$ cat config.mk
export PLATFORM = sky130hd
export DESIGN_NAME = edid_block_decoder_flat
export DESIGN_NICKNAME = d
export VERILOG_FILES = /design/src/hdl/edid_pkg.sv /design/src/hdl/edid_byte_if.sv /design/src/hdl/edid_rec_if.sv /design/src/hdl/edid_block_decoder.sv /design/src/flat_wrapper.sv
export SDC_FILE = /design/constraint.sdc
export NUM_CORES = 1
export LEC_CHECK = 0
export BUFFER_PORTS_ARGS = -buffer_cell sky130_fd_sc_hd__buf_2
export CORE_MARGIN = 8
export CORE_UTILIZATION = 45
export CTS_CLUSTER_SIZE = 16
export DETAILED_ROUTE_END_ITERATION = 8
export PLACE_DENSITY_LB_ADDON = 0.1
export SETUP_SLACK_MARGIN = 0.2
export SLEW_MARGIN = 20
export SYNTH_ARGS = -nofsm -noshare
export SYNTH_HDL_FRONTEND = slang
export SYNTH_SLANG_ARGS = --single-unit
$ cat constraint.sdc
create_clock -name clk -period 15.05 [get_ports clk]
set_input_delay 3.01 -clock clk [delete_from_list [all_inputs] [get_ports clk]]
set_output_delay 3.01 -clock clk [all_outputs]
set_load 0.03 [all_outputs]
$ cat src/hdl/edid_pkg.sv
// ----------------------------------------------------------------------------
// EDID decoder package
// Shared types, byte offsets and helper functions for the base block decoder.
// ----------------------------------------------------------------------------
package edid_pkg;

  // Record kinds carried on the result channel
  typedef enum logic [1:0] {
    KIND_INFO   = 2'd0,
    KIND_MODE   = 2'd1,
    KIND_NAME   = 2'd2,
    KIND_TIMING = 2'd3
  } kind_t;

  // Aspect codes in the top bits of a standard mode's second byte
  typedef enum logic [1:0] {
    ASPECT_16_10 = 2'd0,
    ASPECT_4_3   = 2'd1,
    ASPECT_5_4   = 2'd2,
    ASPECT_16_9  = 2'd3
  } aspect_t;

  localparam int IdxW  = 7;   // byte index within the 128-byte block
  localparam int RelW  = 5;   // byte offset within an 18-byte descriptor
  localparam int DimW  = 13;  // timing and size fields

  localparam logic [IdxW-1:0] IDX_VERSION    = 7'd18;
  localparam logic [IdxW-1:0] IDX_REVISION   = 7'd19;
  localparam logic [IdxW-1:0] IDX_WIDTH_CM   = 7'd21;
  localparam logic [IdxW-1:0] IDX_HEIGHT_CM  = 7'd22;
  localparam logic [IdxW-1:0] IDX_MODE_FIRST = 7'd38;
  localparam logic [IdxW-1:0] IDX_DESC_FIRST = 7'd54;
  localparam logic [IdxW-1:0] IDX_DESC_END   = 7'd126;

  localparam logic [RelW-1:0] DESC_LEN     = 5'd18;
  localparam logic [RelW-1:0] REL_TAG      = 5'd3;
  localparam logic [RelW-1:0] REL_TEXT     = 5'd5;
  localparam logic [RelW-1:0] REL_FLAGS    = 5'd17;
  localparam int              DescHoldDepth = 17;

  localparam logic [7:0] TAG_NAME = 8'hFC;
  localparam logic [7:0] CHAR_LF  = 8'h0A;

  localparam logic [7:0] MODE_BIAS    = 8'd31;
  localparam logic [5:0] REFRESH_BIAS = 6'd60;

  // Result payload as held in the output register
  typedef struct packed {
    kind_t            record_kind;
    logic [15:0]      pixel_clock;
    logic [DimW-1:0]  h_pixels;
    logic [DimW-1:0]  h_sync_start;
    logic [DimW-1:0]  h_sync_end;
    logic [DimW-1:0]  h_total;
    logic [DimW-1:0]  v_lines;
    logic [DimW-1:0]  v_sync_start;
    logic [DimW-1:0]  v_sync_end;
    logic [DimW-1:0]  v_total;
    logic [1:0]       sync_polarity;
    logic [7:0]       name_char;
  } rec_t;

  // Offset within a descriptor for an index in the descriptor area
  function automatic logic [RelW-1:0] desc_rel(input logic [IdxW-1:0] idx);
    logic [IdxW-1:0] r;
    r = idx - IDX_DESC_FIRST;
    if (r >= 7'd54) begin
      r = r - 7'd54;
    end else if (r >= 7'd36) begin
      r = r - 7'd36;
    end else if (r >= 7'd18) begin
      r = r - 7'd18;
    end
    return r[RelW-1:0];
  endfunction

  // Height of a standard mode from its width and aspect code, truncated
  function automatic logic [DimW-1:0] mode_height(input logic [11:0] x,
                                                  input logic [1:0]  aspect);
    logic [15:0] x5;
    logic [15:0] x3;
    logic [15:0] x9;
    logic [13:0] x4;
    logic [30:0] prod;
    logic [DimW-1:0] y;
    x5   = {4'd0, x} * 16'd5;
    x3   = {4'd0, x} * 16'd3;
    x9   = {4'd0, x} * 16'd9;
    x4   = {x, 2'b00};
    // divide by 5: multiply by 2^18/5 rounded up, exact below 2^18
    prod = {17'd0, x4} * 31'd52429;
    case (aspect)
      ASPECT_16_10: y = x5[15:3];           // 16:10
      ASPECT_4_3:   y = x3[14:2];           // 4:3
      ASPECT_5_4:   y = prod[30:18];        // 5:4
      default:      y = {1'b0, x9[15:4]};   // 16:9
    endcase
    return y;
  endfunction

endpackage

$ cat src/hdl/edid_byte_if.sv
// ----------------------------------------------------------------------------
// EDID byte channel
// One byte of the base block per beat, with a start-of-block flag.
// ----------------------------------------------------------------------------
interface edid_byte_if;
  logic       valid;
  logic       ready;
  logic [7:0] edid_byte;
  logic       block_start;

  modport source (output valid, output edid_byte, output block_start, input ready);
  modport sink   (input valid, input edid_byte, input block_start, output ready);
endinterface

$ cat src/hdl/edid_rec_if.sv
// ----------------------------------------------------------------------------
// EDID record channel
// One decoded record per beat: info, standard mode, name character or timing.
// ----------------------------------------------------------------------------
interface edid_rec_if;
  logic                            valid;
  logic                            ready;
  edid_pkg::kind_t                 record_kind;
  logic [15:0]                     pixel_clock;
  logic [edid_pkg::DimW-1:0]       h_pixels;
  logic [edid_pkg::DimW-1:0]       h_sync_start;
  logic [edid_pkg::DimW-1:0]       h_sync_end;
  logic [edid_pkg::DimW-1:0]       h_total;
  logic [edid_pkg::DimW-1:0]       v_lines;
  logic [edid_pkg::DimW-1:0]       v_sync_start;
  logic [edid_pkg::DimW-1:0]       v_sync_end;
  logic [edid_pkg::DimW-1:0]       v_total;
  logic [1:0]                      sync_polarity;
  logic [7:0]                      name_char;

  modport source (
    output valid, input ready,
    output record_kind, output pixel_clock,
    output h_pixels, output h_sync_start, output h_sync_end, output h_total,
    output v_lines, output v_sync_start, output v_sync_end, output v_total,
    output sync_polarity, output name_char
  );
  modport sink (
    input valid, output ready,
    input record_kind, input pixel_clock,
    input h_pixels, input h_sync_start, input h_sync_end, input h_total,
    input v_lines, input v_sync_start, input v_sync_end, input v_total,
    input sync_polarity, input name_char
  );
endinterface

$ cat src/hdl/edid_block_decoder.sv
// ----------------------------------------------------------------------------
// EDID base block decoder
// Parses a 128-byte EDID 1.3 base block streamed one byte per beat and emits
// info, standard mode, monitor name and detailed timing records.
// ----------------------------------------------------------------------------
//
//   channel   direction  beat payload                           per beat
//   --------  ---------  -------------------------------------  -----------
//   bytes     in         edid_byte, block_start                 one byte
//   records   out        record_kind plus mode/timing fields    one record
//
// Cycles: one byte per cycle while records.ready does not stall the input; a record
//   appears on the output register the cycle after the byte that completes it. Only
//   the decode logic between the byte handshake and the output register sets this.
// Reset: synchronous rst clears the byte index, name flags and output valid.
// Stalls: bytes are taken whenever the output register is empty or being
//   drained, so a waiting record blocks input only while records.ready is low.
// Bytes 0..17, 20, 23..37 and 126..127 update the index only.
//
module edid_block_decoder (
  input  logic               clk,
  input  logic               rst,
  edid_byte_if.sink          bytes,
  edid_rec_if.source         records
);

  // --------------------------------------------------------------------------
  // Handshake
  // --------------------------------------------------------------------------
  logic byte_fire;
  logic out_valid;

  assign bytes.ready = !out_valid || records.ready;
  assign byte_fire   = bytes.valid && bytes.ready;

  // --------------------------------------------------------------------------
  // State
  // --------------------------------------------------------------------------
  logic [edid_pkg::IdxW-1:0] byte_index;
  logic [7:0]                descriptor_hold [edid_pkg::DescHoldDepth];
  logic [7:0]                header_hold [3];
  logic [7:0]                mode_first_byte;
  logic                      name_active;
  logic                      name_finished;
  logic                      name_active_next;
  logic                      name_finished_next;

  edid_pkg::rec_t            out_rec;
  edid_pkg::rec_t            out_rec_next;
  logic                      emit;

  // --------------------------------------------------------------------------
  // Decode of the current byte
  // --------------------------------------------------------------------------
  logic [7:0]                b;
  logic [edid_pkg::IdxW-1:0] idx;
  logic [edid_pkg::RelW-1:0] rel;
  logic                      in_mode;
  logic                      in_desc;
  logic [8:0]                mode_sum;
  logic [11:0]               mode_x;
  logic [11:0]               ha;
  logic [11:0]               hb;
  logic [9:0]                hfp;
  logic [9:0]                hsw;
  logic [11:0]               va;
  logic [11:0]               vb;
  logic [5:0]                vfp;
  logic [5:0]                vsw;
  logic [edid_pkg::DimW-1:0] h_ss;
  logic [edid_pkg::DimW-1:0] v_ss;
  logic                      desc_zero_led;

  assign b       = bytes.edid_byte;
  // a start flag forces byte 0 regardless of where the count stands
  assign idx     = bytes.block_start ? '0 : byte_index;
  assign rel     = edid_pkg::desc_rel(idx);
  assign in_mode = (idx >= edid_pkg::IDX_MODE_FIRST) && (idx < edid_pkg::IDX_DESC_FIRST);
  assign in_desc = (idx >= edid_pkg::IDX_DESC_FIRST) && (idx < edid_pkg::IDX_DESC_END);

  // standard mode width: (first byte + 31) * 8
  assign mode_sum = {1'b0, mode_first_byte} + {1'b0, edid_pkg::MODE_BIAS};
  assign mode_x   = {mode_sum, 3'b000};

  // unpack detailed timing fields from the held descriptor bytes
  assign ha  = {descriptor_hold[4][7:4], descriptor_hold[2]};
  assign hb  = {descriptor_hold[4][3:0], descriptor_hold[3]};
  assign hfp = {descriptor_hold[11][7:6], descriptor_hold[8]};
  assign hsw = {descriptor_hold[11][5:4], descriptor_hold[9]};
  assign va  = {descriptor_hold[7][7:4], descriptor_hold[5]};
  assign vb  = {descriptor_hold[7][3:0], descriptor_hold[6]};
  assign vfp = {descriptor_hold[11][3:2], descriptor_hold[10][7:4]};
  assign vsw = {descriptor_hold[11][1:0], descriptor_hold[10][3:0]};
  assign h_ss = {1'b0, ha} + {3'd0, hfp};
  assign v_ss = {1'b0, va} + {7'd0, vfp};

  assign desc_zero_led = (descriptor_hold[0] == 8'd0) && (descriptor_hold[1] == 8'd0)
                         && (descriptor_hold[2] == 8'd0);

  always_comb begin
    out_rec_next       = '0;
    emit               = 1'b0;
    name_active_next   = name_active;
    name_finished_next = name_finished;

    if (idx == edid_pkg::IDX_HEIGHT_CM) begin
      // info record: version, revision, size in cm
      emit                     = 1'b1;
      out_rec_next.record_kind = edid_pkg::KIND_INFO;
      out_rec_next.h_pixels    = {5'd0, header_hold[0]};
      out_rec_next.v_lines     = {5'd0, header_hold[1]};
      out_rec_next.h_total     = {5'd0, header_hold[2]};
      out_rec_next.v_total     = {5'd0, b};
    end else if (in_mode && idx[0]) begin
      // second byte of a standard mode: aspect code and refresh
      emit                     = 1'b1;
      out_rec_next.record_kind = edid_pkg::KIND_MODE;
      out_rec_next.pixel_clock = {10'd0, b[5:0]} + {10'd0, edid_pkg::REFRESH_BIAS};
      out_rec_next.h_pixels    = {1'b0, mode_x};
      out_rec_next.v_lines     = edid_pkg::mode_height(mode_x, b[7:6]);
    end else if (in_desc) begin
      if (rel == '0) begin
        name_active_next   = 1'b0;
        name_finished_next = 1'b0;
      end
      if ((rel == edid_pkg::REL_TAG) && desc_zero_led && (b == edid_pkg::TAG_NAME)) begin
        name_active_next   = 1'b1;
        name_finished_next = 1'b0;
      end
      if ((rel >= edid_pkg::REL_TEXT) && name_active_next && !name_finished_next) begin
        if (b == edid_pkg::CHAR_LF) begin
          name_finished_next = 1'b1;
        end else begin
          emit                     = 1'b1;
          out_rec_next.record_kind = edid_pkg::KIND_NAME;
          out_rec_next.name_char   = b;
        end
      end
      // last descriptor byte carries the sync flags; a nonzero clock means timing
      if ((rel == edid_pkg::REL_FLAGS)
          && ((descriptor_hold[0] != 8'd0) || (descriptor_hold[1] != 8'd0))) begin
        emit                       = 1'b1;
        out_rec_next               = '0;
        out_rec_next.record_kind   = edid_pkg::KIND_TIMING;
        out_rec_next.pixel_clock   = {descriptor_hold[1], descriptor_hold[0]};
        out_rec_next.h_pixels      = {1'b0, ha};
        out_rec_next.h_sync_start  = h_ss;
        out_rec_next.h_sync_end    = h_ss + {3'd0, hsw};
        out_rec_next.h_total       = {1'b0, ha} + {1'b0, hb};
        out_rec_next.v_lines       = {1'b0, va};
        out_rec_next.v_sync_start  = v_ss;
        out_rec_next.v_sync_end    = v_ss + {7'd0, vsw};
        out_rec_next.v_total       = {1'b0, va} + {1'b0, vb};
        out_rec_next.sync_polarity = {b[2], b[1]};
      end
    end
  end

  // --------------------------------------------------------------------------
  // Control registers
  // --------------------------------------------------------------------------
  always_ff @(posedge clk) begin
    if (rst) begin
      byte_index    <= '0;
      name_active   <= 1'b0;
      name_finished <= 1'b0;
      out_valid     <= 1'b0;
    end else begin
      if (byte_fire) begin
        // advance; the 7-bit count wraps from 127 to 0 by itself
        byte_index    <= idx + 7'd1;
        name_active   <= name_active_next;
        name_finished <= name_finished_next;
      end
      if (bytes.ready) begin
        // register is empty or drained this cycle: load or drop valid
        out_valid <= byte_fire && emit;
      end
    end
  end

  // --------------------------------------------------------------------------
  // Payload registers (no reset)
  // --------------------------------------------------------------------------
  always_ff @(posedge clk) begin
    if (byte_fire) begin
      if (idx == edid_pkg::IDX_VERSION) begin
        header_hold[0] <= b;
      end
      if (idx == edid_pkg::IDX_REVISION) begin
        header_hold[1] <= b;
      end
      if (idx == edid_pkg::IDX_WIDTH_CM) begin
        header_hold[2] <= b;
      end
      if (in_mode && !idx[0]) begin
        mode_first_byte <= b;
      end
      if (in_desc && (rel < edid_pkg::REL_FLAGS)) begin
        descriptor_hold[rel] <= b;
      end
      if (emit) begin
        out_rec <= out_rec_next;
      end
    end
  end

  // --------------------------------------------------------------------------
  // Output drive
  // --------------------------------------------------------------------------
  assign records.valid         = out_valid;
  assign records.record_kind   = out_rec.record_kind;
  assign records.pixel_clock   = out_rec.pixel_clock;
  assign records.h_pixels      = out_rec.h_pixels;
  assign records.h_sync_start  = out_rec.h_sync_start;
  assign records.h_sync_end    = out_rec.h_sync_end;
  assign records.h_total       = out_rec.h_total;
  assign records.v_lines       = out_rec.v_lines;
  assign records.v_sync_start  = out_rec.v_sync_start;
  assign records.v_sync_end    = out_rec.v_sync_end;
  assign records.v_total       = out_rec.v_total;
  assign records.sync_polarity = out_rec.sync_polarity;
  assign records.name_char     = out_rec.name_char;

  // --------------------------------------------------------------------------
  // Assertions
  // --------------------------------------------------------------------------
  a_info_follows: assert property (@(posedge clk) disable iff (rst)
    byte_fire && (idx == edid_pkg::IDX_HEIGHT_CM)
      |=> out_valid && (out_rec.record_kind == edid_pkg::KIND_INFO))
    else $error("info record missing after byte 22");

  a_index_advance: assert property (@(posedge clk) disable iff (rst)
    byte_fire |=> byte_index == $past(idx) + 7'd1)
    else $error("byte index did not advance");

  a_name_flags: assert property (@(posedge clk) disable iff (rst)
    name_finished |-> name_active)
    else $error("name finished without an active name descriptor");

  a_stall_only_on_full: assert property (@(posedge clk) disable iff (rst)
    !bytes.ready |-> out_valid && !records.ready)
    else $error("input stalled with output free");

endmodule

$ cat src/flat_wrapper.sv
// flat-port wrapper written by rule: the top's interface ports become plain ports
module edid_block_decoder_flat 
  (clk, rst, bytes_valid, bytes_edid_byte, bytes_block_start, bytes_ready, records_valid, records_ready, records_record_kind, records_pixel_clock, records_h_pixels, records_h_sync_start, records_h_sync_end, records_h_total, records_v_lines, records_v_sync_start, records_v_sync_end, records_v_total, records_sync_polarity, records_name_char);
  edid_byte_if bytes_i ();
  edid_rec_if records_i ();
  input  logic clk;
  input  logic rst;
  input wire logic [$bits(bytes_i.valid)-1:0] bytes_valid;
  input wire logic [$bits(bytes_i.edid_byte)-1:0] bytes_edid_byte;
  input wire logic [$bits(bytes_i.block_start)-1:0] bytes_block_start;
  output wire logic [$bits(bytes_i.ready)-1:0] bytes_ready;
  output wire logic [$bits(records_i.valid)-1:0] records_valid;
  input wire logic [$bits(records_i.ready)-1:0] records_ready;
  output wire logic [$bits(records_i.record_kind)-1:0] records_record_kind;
  output wire logic [$bits(records_i.pixel_clock)-1:0] records_pixel_clock;
  output wire logic [$bits(records_i.h_pixels)-1:0] records_h_pixels;
  output wire logic [$bits(records_i.h_sync_start)-1:0] records_h_sync_start;
  output wire logic [$bits(records_i.h_sync_end)-1:0] records_h_sync_end;
  output wire logic [$bits(records_i.h_total)-1:0] records_h_total;
  output wire logic [$bits(records_i.v_lines)-1:0] records_v_lines;
  output wire logic [$bits(records_i.v_sync_start)-1:0] records_v_sync_start;
  output wire logic [$bits(records_i.v_sync_end)-1:0] records_v_sync_end;
  output wire logic [$bits(records_i.v_total)-1:0] records_v_total;
  output wire logic [$bits(records_i.sync_polarity)-1:0] records_sync_polarity;
  output wire logic [$bits(records_i.name_char)-1:0] records_name_char;
  assign bytes_i.valid = bytes_valid;
  assign bytes_i.edid_byte = bytes_edid_byte;
  assign bytes_i.block_start = bytes_block_start;
  assign bytes_ready = bytes_i.ready;
  assign records_valid = records_i.valid;
  assign records_i.ready = records_ready;
  assign records_record_kind = records_i.record_kind;
  assign records_pixel_clock = records_i.pixel_clock;
  assign records_h_pixels = records_i.h_pixels;
  assign records_h_sync_start = records_i.h_sync_start;
  assign records_h_sync_end = records_i.h_sync_end;
  assign records_h_total = records_i.h_total;
  assign records_v_lines = records_i.v_lines;
  assign records_v_sync_start = records_i.v_sync_start;
  assign records_v_sync_end = records_i.v_sync_end;
  assign records_v_total = records_i.v_total;
  assign records_sync_polarity = records_i.sync_polarity;
  assign records_name_char = records_i.name_char;
  edid_block_decoder u_core (.clk(clk), .rst(rst), .bytes(bytes_i), .records(records_i));
endmodule
======== Word level (Yosys, flattened, before mapping) ========
Memory sizes are Yosys's and may differ from the RTL's.
Index checks and enable logic that the tools add are counted.
word-level totals
  register bits after elaboration ......... 150
  bits in writable memories ............... 160
  input bits .............................. 13
  output and inout bits ................... 134
  word-level logic and storage cells ...... 154
  memories kept ........................... 2
cells by class
  add/subtract/negate cells ............... 13
  multiply operators ...................... 4
  order comparisons ....................... 9
  equality and inequality tests ........... 10
  multiplexer cells ....................... 54
  bitwise operators ....................... 5
  reduce and logical (&&, ||, !) cells .... 34
memory list
  name                    depth  width  rd ports  clocked after Yosys merged registers in  wr ports  RTL line                  RTL
  u_core.descriptor_hold  17     8      12        0                                        1         edid_block_decoder.sv:40  logic [7:0] descriptor_hold [edid_pkg::DescHoldDepth];
  u_core.header_hold      3      8      3         0                                        1         edid_block_decoder.sv:41  logic [7:0] header_hold [3];
operator list
  kind                                                                    number
  132-bit 2-to-1 mux                                                      1
  131-bit 2-to-1 mux                                                      1
  8-bit 2-to-1 mux                                                        7
  12-bit case mux with 3 select lines                                     1
  1-bit 2-to-1 mux                                                        32
  30-bit 2-to-1 mux                                                       1
  7-bit by 5-bit == test with 1-bit output (second input constant)        4
  7-bit by 6-bit >= comparator with 1-bit output (second input constant)  4
  12-bit by 12-bit adder with 13-bit output                               2
  9-bit by 16-bit multiplier with 25-bit output (second input constant)   1
  8-bit zero test                                                         3
  21-bit 2-to-1 mux                                                       1
  18-bit 2-to-1 mux                                                       1
  8-bit nonzero test                                                      2
  8-bit OR reduction                                                      2
  5-bit 2-to-1 mux                                                        3
  1-bit logical AND                                                       14
  12-bit by 10-bit adder with 13-bit output                               1
  12-bit by 6-bit adder with 13-bit output                                1
  13-bit by 10-bit adder with 13-bit output                               1
  13-bit by 6-bit adder with 13-bit output                                1
  9-bit by 4-bit multiplier with 13-bit output (second input constant)    1
  13-bit 2-to-1 mux                                                       1
  9-bit by 3-bit multiplier with 12-bit output (second input constant)    1
  other kinds (30)                                                        42

======== Logic depth before layout (Yosys ltp) ========
Gate-level depths: netlist (run 1).
  word-level depth ........................ 21
  mapped depth ............................ 25
  mapped depth without buffers ............ 24

======== Worst setup path before layout (run 1) ========
Ideal clock, no wire load.
  kind .................................... input port to flip-flop
  start ................................... input bytes_block_start
  end ..................................... register u_core.out_rec, in the netlist u_core.records.h_pixels[0], enable pin
  setup time .............................. 0.697 ns
  arrival ................................. 13.061 ns
  data required time ...................... 14.353 ns
  setup slack ............................. 1.292 ns
  stages on the path ...................... 18
  buffers on the path ..................... 4
  cells stage by stage .................... buf_6 -> inv_1 -> nand2_1 -> inv_1 -> ha_1 -> buf_2 -> xnor2_1 -> ha_1 -> nand2_1 -> a31oi_1 -> a2111oi_4 -> o211ai_2 -> mux2i_1 -> nand4_1 -> or2_1 -> buf_2 -> buf_2 -> a31oi_1
between the ends
  cells in the longest elaborated chain, start to end .. 21
  elaborated cells on any way between the ends .. 45
  those cells by class .................... 4 x add/sub; 8 x order compare; 3 x eq/ne; 19 x mux; 11 x reduce/logical
RTL lines
  element                                                                                    RTL line                        RTL
  from (decl)                                                                                flat_wrapper.sv:10              input wire logic [$bits(bytes_i.block_start)-1:0] bytes_block_start;
  7-bit 2-to-1 mux *                                                                         edid_block_decoder.sv:76        assign idx = bytes.block_start ? '0 : byte_index;
  7-bit by 6-bit subtractor with 7-bit output                                                edid_pkg.sv:66                  r = idx - IDX_DESC_FIRST;
  7-bit by 5-bit >= comparator with 1-bit output / 5-bit subtractor (equally long branches)  edid_pkg.sv:71, edid_pkg.sv:72
  5-bit 2-to-1 mux                                                                           edid_pkg.sv:71                  end else if (r >= 7'd18) begin
  5-bit 2-to-1 mux                                                                           edid_pkg.sv:69                  end else if (r >= 7'd36) begin
  5-bit 2-to-1 mux                                                                           edid_pkg.sv:67                  if (r >= 7'd54) begin
  5-bit by 2-bit == test with 1-bit output                                                   edid_block_decoder.sv:126       if ((rel == edid_pkg::REL_TAG) && desc_zero_led && (b == edid_pkg::TAG_NAME)) begin
  1-bit logical AND (2 in series)                                                            edid_block_decoder.sv:126
  [4 not listed]                                                                             -
  1-bit logical AND / 1-bit zero test (equally long branches)                                edid_block_decoder.sv:130       if ((rel >= edid_pkg::REL_TEXT) && name_active_next && !name_finished_next) begin
  1-bit logical AND                                                                          edid_block_decoder.sv:130
  1-bit 2-to-1 mux                                                                           edid_block_decoder.sv:130
  1-bit 2-to-1 mux                                                                           edid_block_decoder.sv:140       if ((rel == edid_pkg::REL_FLAGS)
  1-bit 2-to-1 mux                                                                           edid_block_decoder.sv:121       end else if (in_desc) begin
  1-bit 2-to-1 mux                                                                           edid_block_decoder.sv:114       end else if (in_mode && idx[0]) begin
  1-bit 2-to-1 mux *                                                                         edid_block_decoder.sv:106       if (idx == edid_pkg::IDX_HEIGHT_CM) begin
  2-bit AND reduction (no source line) *                                                     -
  to (signal assigned)                                                                       edid_block_decoder.sv:203       out_rec <= out_rec_next;
  to (decl)                                                                                  edid_block_decoder.sv:48        edid_pkg::rec_t out_rec;
Mark *: on every way between the ends. The rest lies on a longest branch, timed or not. The select of a mux whose other input is x is not followed.
A chain may end at the register's enable or synchronous reset.

======== Final worst setup path (run 1) ========
  start ................................... input bytes_block_start
  end ..................................... register u_core.out_rec, in the netlist u_core.records.v_sync_end[9], enable pin
Same word-level chain as after synthesis.

==> results of run 1 <==
-- worst reg2reg max path, cell delays in order, from the launching register on --
cell and delay (ns):
edfxtp_1 0.38, inv_1 0.26, ha_1 0.33, or4b_2 0.67, nand2_1 0.12, xor2_1 0.35, inv_1 0.26, ha_1 0.49
inv_1 0.09, fa_1 0.56, fa_1 0.46, fa_1 0.52, inv_1 0.05, ha_1 0.29, a21o_1 0.11, a21o_1 0.11
a21o_1 0.17, o21ba_2 0.18, o41ai_1 0.68, o21ai_0 0.29, a21o_1 0.24, a221oi_1 0.34, o31ai_1 0.13
-- power breakdown --
part | internal [uW] | switching [uW]
Combinational | 6.13 | 23.3
Sequential | 811 | 0.466
Clock | 418 | 297
Total | 1230 | 321
-- layout by cell type (no fill, tap or decap), drive strengths merged, types with 12 or more instances in the layout --
| cell type | instances |
|---|---|
| a21o | 38 |
| a21oi | 67 |
| a22o | 12 |
| and2 | 41 |
| buf | 157 |
| clkbuf | 36 |
| edfxtp | 258 |
| fa | 31 |
| ha | 151 |
| inv | 117 |
| nand2 | 82 |
| nand2b | 16 |
| nand3 | 21 |
| nand4 | 16 |
| nor2 | 110 |
| nor2b | 16 |
| nor3 | 25 |
| o21ai | 62 |
| o21bai | 16 |
| xnor2 | 58 |
| xor2 | 34 |
-- flip-flops by register name, indices dropped and copies added (netlist names), 2 cells and up --
signal / cells
u_core.records.h_pixels: 12
u_core.records.record_kind: 2
u_core.records.pixel_clock: 16
u_core.records.h_sync_start: 13
u_core.records.v_sync_end: 13
u_core.header_hold: 24
u_core.mode_first_byte: 8
u_core.records.v_sync_start: 13
u_core.byte_index: 7
u_core.records.h_total: 13
u_core.records.v_lines: 12
u_core.records.v_total: 13
u_core.records.name_char: 8
u_core.records.h_sync_end: 13
u_core.records.sync_polarity: 2
u_core.descriptor_hold: 96
-- through the flow --
step                util, %  hold WS (ns)  setup slack, ns
detailed placement     48.9         0.477             6.06
global placement       48.9         0.486             6.17
floorplan                 -         0.461             1.29
global route           51.6         0.518             6.17
CTS                    51.6         0.495             6.62
finish                 51.6         0.501             6.62
-- layout make-up --
class / count / area [um^2]
fillers: 3125 / 17200
flip-flops and latches: 268 / 7950
multi-input cells: 953 / 7580
repair buffers: 157 / 818
clock buffers: 36 / 772
well taps: 461 / 577
inverters: 116 / 435
clock inverters: 18 / 189
-- metal layers --
layer  vias up  share of wire, %  global-route usage [%]
li1       5334                 -                       -
met1      5287                46                    25.6
met2       244                47                    31.4
met3        50               5.0                    2.44
met4         0               2.1                    4.93
met5         -                 0                       0
-- logic make-up (layout without fill, tap and decap cells) --
logic type / after synthesis / count (layout) / synth area share [%]
XOR/XNOR: 92 / 92 / 5.03
flip-flops: 268 / 268 / 49.1
other: 1 / 2 / 0.0232
multiplexers: 9 / 9 / 0.681
AO/OA/AOI/OAI: 303 / 303 / 13.0
buffers and inverters: 153 / 327 / 4.12
adder cells (fa/ha/maj): 183 / 183 / 15.6
AND/OR/NAND/NOR: 364 / 364 / 12.4
-- how the worst max path moves through the flow --
stage | from | endpoint | cells after the start
6_report | bytes_block_start | u_core.records.v_sync_end[9] | 17
5_1_grt | bytes_block_start | u_core.records.v_sync_end[9] | 17
4_1_cts | bytes_block_start | u_core.records.v_sync_end[9] | 17
3_5_place_dp | bytes_block_start | u_core.records.v_sync_end[10] | 17
3_3_place_gp | bytes_block_start | u_core.records.v_sync_end[9] | 17
2_1_floorplan | bytes_block_start | u_core.records.h_pixels[0] | 18
==> qor.yml, run 1 <==
finalMaxSlewViolations: 0
yosysTopAreaCell: "edfxtp_1"
drive_gt1_share_pct: 17.1
synth_area_um2: 16200
overflow: 0
slowest_stage: "buf_4"
rsz0062_at_grt: "no"
crit_buf_inv: 5
cts_buffers: 29
grt_pass1_wl_um: 62100
outcome: "finished clean"
areaGrowthSynthToFinish_pct: 13.3
cts_setup_buffers: 0
port_buffers: 144
routedWlPerCell_um: 20.0
drtIter0Drc: 557
r2r-start: "u_core.mode_first_byte[0]"
cp_top_family: "buffers and inverters"
post_dp_cell_area_um2: 17400
postCtsHoldBufs: 0
cp_cell_sequence: "buf_2 > inv_1 > nand2_1 > inv_1 > ha_1 > xnor2_1 > ha_1 > nand2_1 > a31oi_1 > a2111oi_4 > o211ai_2 > mux2i_1 > nand4_1 > or2_4 > a31oi_4 > buf_4 > buf_4"
finalWirelength_um: 40200
placed_cells: 1955
clock_latency_ns: 0.57
power.leakage_uw: 0.00780
cp.required_ns: 15.21
avgSynthCellArea_um2: 11.8
layout_min_cycle_time_ns: 8.43
crit_path_end_kind: "flop"
htreeDepth: 1
ys_types: 92
cts_sinks: 268
track_usage_pct: 18.8
fin_crit_sh_pct: 56.0
fin_total_pwr_uw: 1560
hold_viol_final: 0
num_rows: 69
relSlewSlack_pct: 30.2
synthCells: 1373
chipWidth_um: 206
cts-root-buf: "clkbuf_16"
whs_path_depth: 2
vias: 10900
ys_seq_area_share_pct: 49.1
cpPeakStageDelay_ns: 0.88
avgViaCountPerCell: 5.43
max_freq_mhz: 119
r2r_end: "u_core.records.v_lines[8]"
setup_viol: 0
synth-edff-count: 258
synth_seq_cells: 268
grt_pass1_vias: 11000
synthTopCellsByCount: "edfxtp_1 (258), ha_1 (151), inv_1 (114), nand2_1 (82), nor2_1 (79)"
core_region_area_um2: 35500
min_path_type: "reg2reg"
setup_tns_ns: 0
critPathArrivalTime_ns: 8.60
rrSetupSlack_ns: 7.72
dieArea_um2: 42300
drc: 0
critical_path_class: "in2reg"
cts_buffer_depth: 3
die_h_um: 206
drt_first_pass_iters: 5
synthTopCellsByArea: "edfxtp_1 (48%), ha_1 (12%), fa_1 (3.8%)"
nets: 1720
min_from: "u_core.name_finished"
netlist.area_leader.share_pct: 47.9
synth_most_common_cell: "edfxtp_1"
antenna_found_initial: 0
gp_congestion: 0.880
clock_skew_ns: 0.0276
layoutNonFillerInstCount: 2009
rr_worst_depth: 22
tightest_slew_ns: 1.05
vdd_drop_max_v: 0.0000953
design_area_um2: 18300
cts_resized: 0
antenna_cells: 0
io_pins: 147
clk_pin_slew_ns: 0.06
start_kind: "input pin"
cts_tree: "done"
maxCapViolations: 0
synth_ff_type: "edfxtp_1"
p_per_area_nw_per_um2: 84.9
cp_max_fo: 79
start_util_pct: 45.6
hpwl_um: 29500
min_to: "u_core.name_finished"
ant_nets: 0
yosysWarnings: 0
async_reset_ff_share_pct: 0
grt_max_degree: 80
Note: power is estimated with default switching activity, not from simulation.
==> inputs of run 2 (changes only) <==
--- a/config.mk
+++ b/config.mk
@@ -5,6 +5,7 @@
 export SDC_FILE = /design/constraint.sdc
 export NUM_CORES = 1
 export LEC_CHECK = 0
+export ABC_AREA = 1
 export BUFFER_PORTS_ARGS = -buffer_cell sky130_fd_sc_hd__buf_2
 export CORE_MARGIN = 8
 export CORE_UTILIZATION = 45
==> constraint.sdc (replaced) <==
create_clock -name clk -period 7 [get_ports clk]
set_input_delay 1.4 -clock clk [delete_from_list [all_inputs] [get_ports clk]]
set_output_delay 1.4 -clock clk [all_outputs]
set_load 0.03 [all_outputs]
==> qor.yml, run 2 <==
core_region_area_um2: 34600  # was 35500 um^2
hpwl_um: 32400  # was 29500 um
cts_buffers: 30  # was 29
cts_setup_buffers: 0  # unchanged
vias: 11800  # was 10900
layout_min_cycle_time_ns: 6.01
overflow: 0  # unchanged
avgViaCountPerCell: 5.26  # was 5.43
areaGrowthSynthToFinish_pct: 14.4  # was 13.3%
synth_area_um2: 15800  # was 16200 um^2
async_reset_ff_share_pct: 0  # unchanged
ys_seq_area_share_pct: 50.2  # was 49.1%
ys_types: 55  # was 92
relSlewSlack_pct: 26.3  # was 30.2%
yosysTopAreaCell: "edfxtp_1"  # unchanged
finalMaxSlewViolations: 0  # unchanged
grt_pass1_wl_um: 67300  # was 62100 um
clock_skew_ns: 0.0178  # was 0.0276 ns
start_util_pct: 45.7  # was 45.6%
rsz0062_at_grt: "no"  # unchanged
drive_gt1_share_pct: 14.7  # was 17.1%
gp_congestion: 0.921  # was 0.880
grt_pass1_vias: 11900  # was 11000
power.leakage_uw: 0.00847  # was 0.00780 uW
outcome: "finished clean"  # unchanged
dieArea_um2: 41500  # was 42300 um^2
cp.required_ns: 7.30  # was 15.21 ns
clock_latency_ns: 0.56  # was 0.57 ns
avgSynthCellArea_um2: 9.99  # was 11.8 um^2
drt_first_pass_iters: 5  # unchanged
regMostFlops: "u_core.descriptor_hold"  # unchanged
fin_crit_sh_pct: 85.8
chipWidth_um: 204  # was 206 um
multiInputGateArea_um2: 6860  # was 7580 um^2
p_per_area_nw_per_um2: 188  # was 84.9 nW/um^2
cp_max_fo: 7  # was 79
antenna_found_initial: 0  # unchanged
seq_area_um2: 7950  # unchanged
tightest_slew_ns: 1.10  # was 1.05 ns
cts_tree: "done"  # unchanged
start_kind: "flop"  # was input pin
critical_path_class: "reg2reg"  # was in2reg
clk_pin_slew_ns: 0.06  # about the same
vdd_drop_max_v: 0.000202  # was 0.0000953 V
cts-root-buf: "clkbuf_16"  # unchanged
setup_tns_ns: 0  # unchanged
synth_ff_type: "edfxtp_1"  # unchanged
cpPeakStageDelay_ns: 0.54  # was 0.88 ns
routedWlPerCell_um: 19.4  # was 20.0 um
crit_path_end_kind: "flop"  # unchanged
synthTopCellsByCount: "edfxtp_1 (258), nand2_1 (258), inv_1 (228), nor2_1 (173), ha_1 (151)"  # was edfxtp_1 (258), ha_1 (151), inv_1 (114), nand2_1 (82), nor2_1 (79)
port_buffers: 144  # unchanged
nFillCells: 3198  # was 3125
cts_resized: 0  # unchanged
cts_sinks: 268  # unchanged
slowest_stage: "fa_1"  # was buf_4
synth-edff-count: 258  # unchanged
setup_viol: 0  # unchanged
htreeDepth: 1  # unchanged
io_pins: 147  # unchanged
drtIter0Drc: 830  # was 557
hold_viol_final: 0  # unchanged
synth_seq_cells: 268  # unchanged
drc: 0  # unchanged
layout_common_cells: "edfxtp_1 (258), nand2_1 (257), inv_1 (228)"  # was edfxtp_1 (258), ha_1 (151), buf_2 (144)
die_h_um: 204  # was 206 um
critPathMostFrequentCell: "inv_1"
nets: 1954  # was 1720
critPathArrivalTime_ns: 6.31  # was 8.60 ns
ant_nets: 0  # unchanged
netlist.area_leader.share_pct: 48.9  # was 47.9%
largest_reg_flops: 96  # unchanged
yosysWarnings: 0  # unchanged
maxCapViolations: 0  # unchanged
max_freq_mhz: 166
finalWirelength_um: 43400  # was 40200 um
min_path_type: "reg2reg"  # unchanged
synthTopCellsByArea: "edfxtp_1 (49%), ha_1 (12%), nand2_1 (6.1%)"  # was edfxtp_1 (48%), ha_1 (12%), fa_1 (3.8%)
antenna_cells: 0  # unchanged
crit_buf_inv: 5  # unchanged
track_usage_pct: 20.7  # was 18.8%
synthCells: 1585  # was 1373
post_dp_cell_area_um2: 17100  # was 17400 um^2
design_area_um2: 18100  # was 18300 um^2
postCtsHoldBufs: 0  # unchanged
grt_max_degree: 65  # was 80
final_common_cell: "edfxtp_1"  # unchanged
cp_top_family: "adder cells"  # was buffers and inverters
cts_buffer_depth: 3  # unchanged
num_rows: 68  # was 69
[run 2: routing by layer]
layer  global-route usage (%)  wire length (um)
met1                     27.4             19100
met2                     34.5             20300
met3                     3.25              2650
met4                     6.45              1290
met5                        0                 0
[run 2: path summary, 6_finish.rpt]
kind	start	end	slack, ns	depth (start not counted)
worst max-delay path	u_core.mode_first_byte[0]	u_core.records.v_lines[5]	0.99	25
worst min-delay path	u_core.byte_index[0]	u_core.byte_index[0]	0.48	2
worst max register to register	u_core.mode_first_byte[0]	u_core.records.v_lines[5]	0.99	25
worst min register to register	u_core.byte_index[0]	u_core.byte_index[0]	0.48	2
[run 2: stage by stage]
stage / hold WS [ns] / util, % / power, uW / instances / setup WS, ns
2_1_floorplan: 0.451 / - / 1840 / 1586 / 1.25
3_3_place_gp: 0.469 / 49.5 / 1890 / 2182 / 1.10
3_5_place_dp: 0.470 / 49.5 / 1890 / 2182 / 1.01
4_1_cts: 0.480 / 52.3 / 3430 / 2236 / 1.00
5_1_grt: 0.503 / 52.3 / 3500 / 2236 / 0.542
6_report: 0.480 / 52.3 / 3410 / 2236 / 0.993
[run 2: final cells by class]
cell class,instances,area share (%)
Inverter,240,5.00
Sequential cell,268,43.9
Multi-Input combinational cell,1057,37.9
Timing Repair Buffer,162,4.79
Tap cell,455,3.14
Clock inverter,22,1.05
Clock buffer,32,4.30
[run 2: kinds of logic (layout without fill, tap and decap cells)]
| logic type | Yosys count | in the layout | synth area share (%) |
|---|---|---|---|
| and+or+nand+nor | 581 | 581 | 15.6 |
| DFF | 268 | 268 | 50.2 |
| buffers and inverters | 261 | 456 | 6.71 |
| AOI/OAI and AO/OA | 247 | 247 | 9.19 |
| adders and majority gates | 182 | 182 | 15.8 |
| xor gates and xnor gates | 45 | 45 | 2.49 |
| other | 1 | 2 | 0.0237 |
[run 2: power by group]
group | leakage (uW) | switching (uW) | internal (uW)
Clock | 0.000469 | 661 | 885
Sequential | 0.00270 | 1.34 | 1740
Combinational | 0.00530 | 84.7 | 30.0
[run 2: worst min-delay path, stage by stage, from the launching register on]
cell and delay [ns]:
dfxtp_1 0.32, nand2_1 0.06, a21oi_1 0.06
==> inputs of run 3 (changes only) <==
--- a/config.mk
+++ b/config.mk
@@ -12,6 +12,7 @@
 export CTS_CLUSTER_SIZE = 16
 export DETAILED_ROUTE_END_ITERATION = 8
 export PLACE_DENSITY_LB_ADDON = 0.1
+export RECOVER_POWER = 25
 export SETUP_SLACK_MARGIN = 0.2
 export SLEW_MARGIN = 20
 export SYNTH_ARGS = -nofsm -noshare
==> qor.yml, run 3 (synthesis results as in run 2) <==
chipWidth_um: 204  # unchanged
nets: 1954  # unchanged
grt_pass1_vias: 11900  # unchanged
crit_path_end_kind: "flop"  # unchanged
cts_sinks: 268  # unchanged
critPathArrivalTime_ns: 6.32  # was 6.31 ns
p_seq_share_pct: 51.3  # about the same
io_pins: 147  # unchanged
start_kind: "flop"  # unchanged
p_switching_uw: 748  # was 747 uW
critical_path_class: "reg2reg"  # unchanged
post_dp_cell_area_um2: 17100  # unchanged
sw_frac_of_total_pct: 22.0  # was 21.9%
grt_max_degree: 65  # unchanged
p_per_area_nw_per_um2: 189  # was 188 nW/um^2
route.met2.wl_um: 20300  # about the same
start_util_pct: 45.7  # unchanged
drive_gt1_share_pct: 12.2  # was 14.7%
cts-root-buf: "clkbuf_16"  # unchanged
whs_path_depth: 2  # unchanged
postCtsHoldBufs: 0  # unchanged
cts_buffers: 30  # unchanged
clock_skew_ns: 0.0163  # was 0.0178 ns
num_rows: 68  # unchanged
power.leakage_uw: 0.00829  # was 0.00847 uW
wl_met1_um: 19300  # was 19100 um
htreeDepth: 1  # unchanged
port_buffers: 144  # unchanged
antenna_cells: 0  # unchanged
violations: "max-capacitance violations, max-slew violations"
max_freq_mhz: 166  # about the same
top_layer: "met4"  # unchanged
layout_min_cycle_time_ns: 6.01  # about the same
drt_first_pass_iters: 5  # unchanged
drtIter0Drc: 798  # was 830
routedWlPerCell_um: 19.4  # about the same
cts_setup_buffers: 0  # unchanged
hold_viol_final: 0  # unchanged
clk_pin_slew_ns: 0.06  # about the same
clockPowerShare_pct: 45.4  # about the same
cp.required_ns: 7.30  # about the same
avgViaCountPerCell: 5.28  # was 5.26
fin_total_pwr_uw: 3410  # about the same
gp_congestion: 0.921  # unchanged
clock_latency_ns: 0.55  # was 0.56 ns
tightest_slew_ns: 1.66  # was 1.10 ns
finalWirelength_um: 43500  # was 43400 um
vdd_drop_max_v: 0.000205  # was 0.000202 V
setup_tns_ns: 0  # unchanged
cts_resized: 0  # unchanged
comb_power_share_pct: 3.3  # was 3.4%
finalMaxSlewViolations: 23  # was 0
core_region_area_um2: 34600  # unchanged
cts_buffer_depth: 3  # unchanged
cts_tree: "done"  # unchanged
rr_worst_depth: 26  # was 25
min_path_type: "reg2reg"  # unchanged
dieArea_um2: 41500  # unchanged
die_h_um: 204  # unchanged
relSlewSlack_pct: -10.4  # was 26.3%
drc: 0  # unchanged
maxCapViolations: 1  # was 0
grt_pass1_wl_um: 67300  # unchanged
layout_common_cells: "nand2_1 (258), edfxtp_1 (258), inv_1 (228)"  # was edfxtp_1 (258), nand2_1 (257), inv_1 (228)
regMostFlops: "u_core.descriptor_hold"  # unchanged
design_area_um2: 18000  # was 18100 um^2
met3_length_um: 2580  # was 2650 um
areaGrowthSynthToFinish_pct: 13.9  # was 14.4%
antenna_found_initial: 0  # unchanged
overflow: 0  # unchanged
rsz0062_at_grt: "no"  # unchanged
outcome: "finished, violations left"  # was finished clean
fin_crit_sh_pct: 85.9  # was 85.8%
setup_viol: 0  # unchanged
p_int_uw: 2660  # about the same
track_usage_pct: 20.7  # unchanged
vias: 11800  # about the same
cp_max_fo: 7  # unchanged
largest_reg_flops: 96  # unchanged
hpwl_um: 32400  # unchanged
ant_nets: 0  # unchanged
==> run 3: layer usage <==
| metal | GRT usage [%] | up-vias |
|---|---|---|
| li1 | - | 5771 |
| met1 | 27.4 | 5590 |
| met2 | 34.5 | 364 |
| met3 | 3.25 | 72 |
| met4 | 6.45 | 0 |
| met5 | 0 | - |
==> run 3: layout make-up <==
cell class	instances	area [um^2]
fill	3210	16600
clock buffer	32	779
inverter	240	905
tap	455	569
sequential	268	7950
clock inverter	22	190
multi-input combinational	1057	6860
timing repair buffer	162	797
==> run 3: power groups by stage <==
stage,Clock (uW),Sequential (uW),Combinational [uW]
floorplan,0,1780,60.3
finish,1550,1750,112
detailed placement,0,1780,114
global placement,0,1780,113
CTS,1570,1750,114
global route,1630,1750,123
==> run 3: path summary, 6_finish.rpt <==
kind                                                 from                   endpoint  slack, ns
worst min register to register       u_core.byte_index[0]       u_core.byte_index[0]       0.47
worst max-delay path            u_core.mode_first_byte[0]  u_core.records.v_lines[5]       0.99
worst max register to register  u_core.mode_first_byte[0]  u_core.records.v_lines[5]       0.99
worst min-delay path                 u_core.byte_index[0]       u_core.byte_index[0]       0.47
==> run 3: through the flow <==
step / hold slack [ns] / instances / util [%] / setup WS (ns)
2_1_floorplan: 0.451 / 1586 / - / 1.25
3_3_place_gp: 0.469 / 2182 / 49.5 / 1.10
3_5_place_dp: 0.470 / 2182 / 49.5 / 1.01
4_1_cts: 0.480 / 2236 / 52.3 / 1.00
5_1_grt: 0.492 / 2236 / 52.1 / 0.536
6_report: 0.468 / 2236 / 52.1 / 0.986
==> run 3: worst max-delay path, cell delays in order (launching register included) <==
cell      delay [ns]
edfxtp_1        0.52
inv_1           0.27
ha_1            0.26
nand3_1         0.13
nand2_1         0.09
xor2_1          0.24
inv_1           0.22
ha_1            0.47
inv_1           0.11
fa_1            0.54
fa_1            0.44
fa_1            0.52
inv_1           0.05
ha_1            0.33
a21oi_1         0.15
o21ai_0         0.13
a21oi_1         0.16
inv_1           0.05
a21oi_1         0.20
inv_1           0.07
nand2_1         0.06
nand3_1         0.09
or2_2           0.29
nand3_1         0.07
nand3_1         0.07
o21ai_0         0.16
nand3_1         0.08
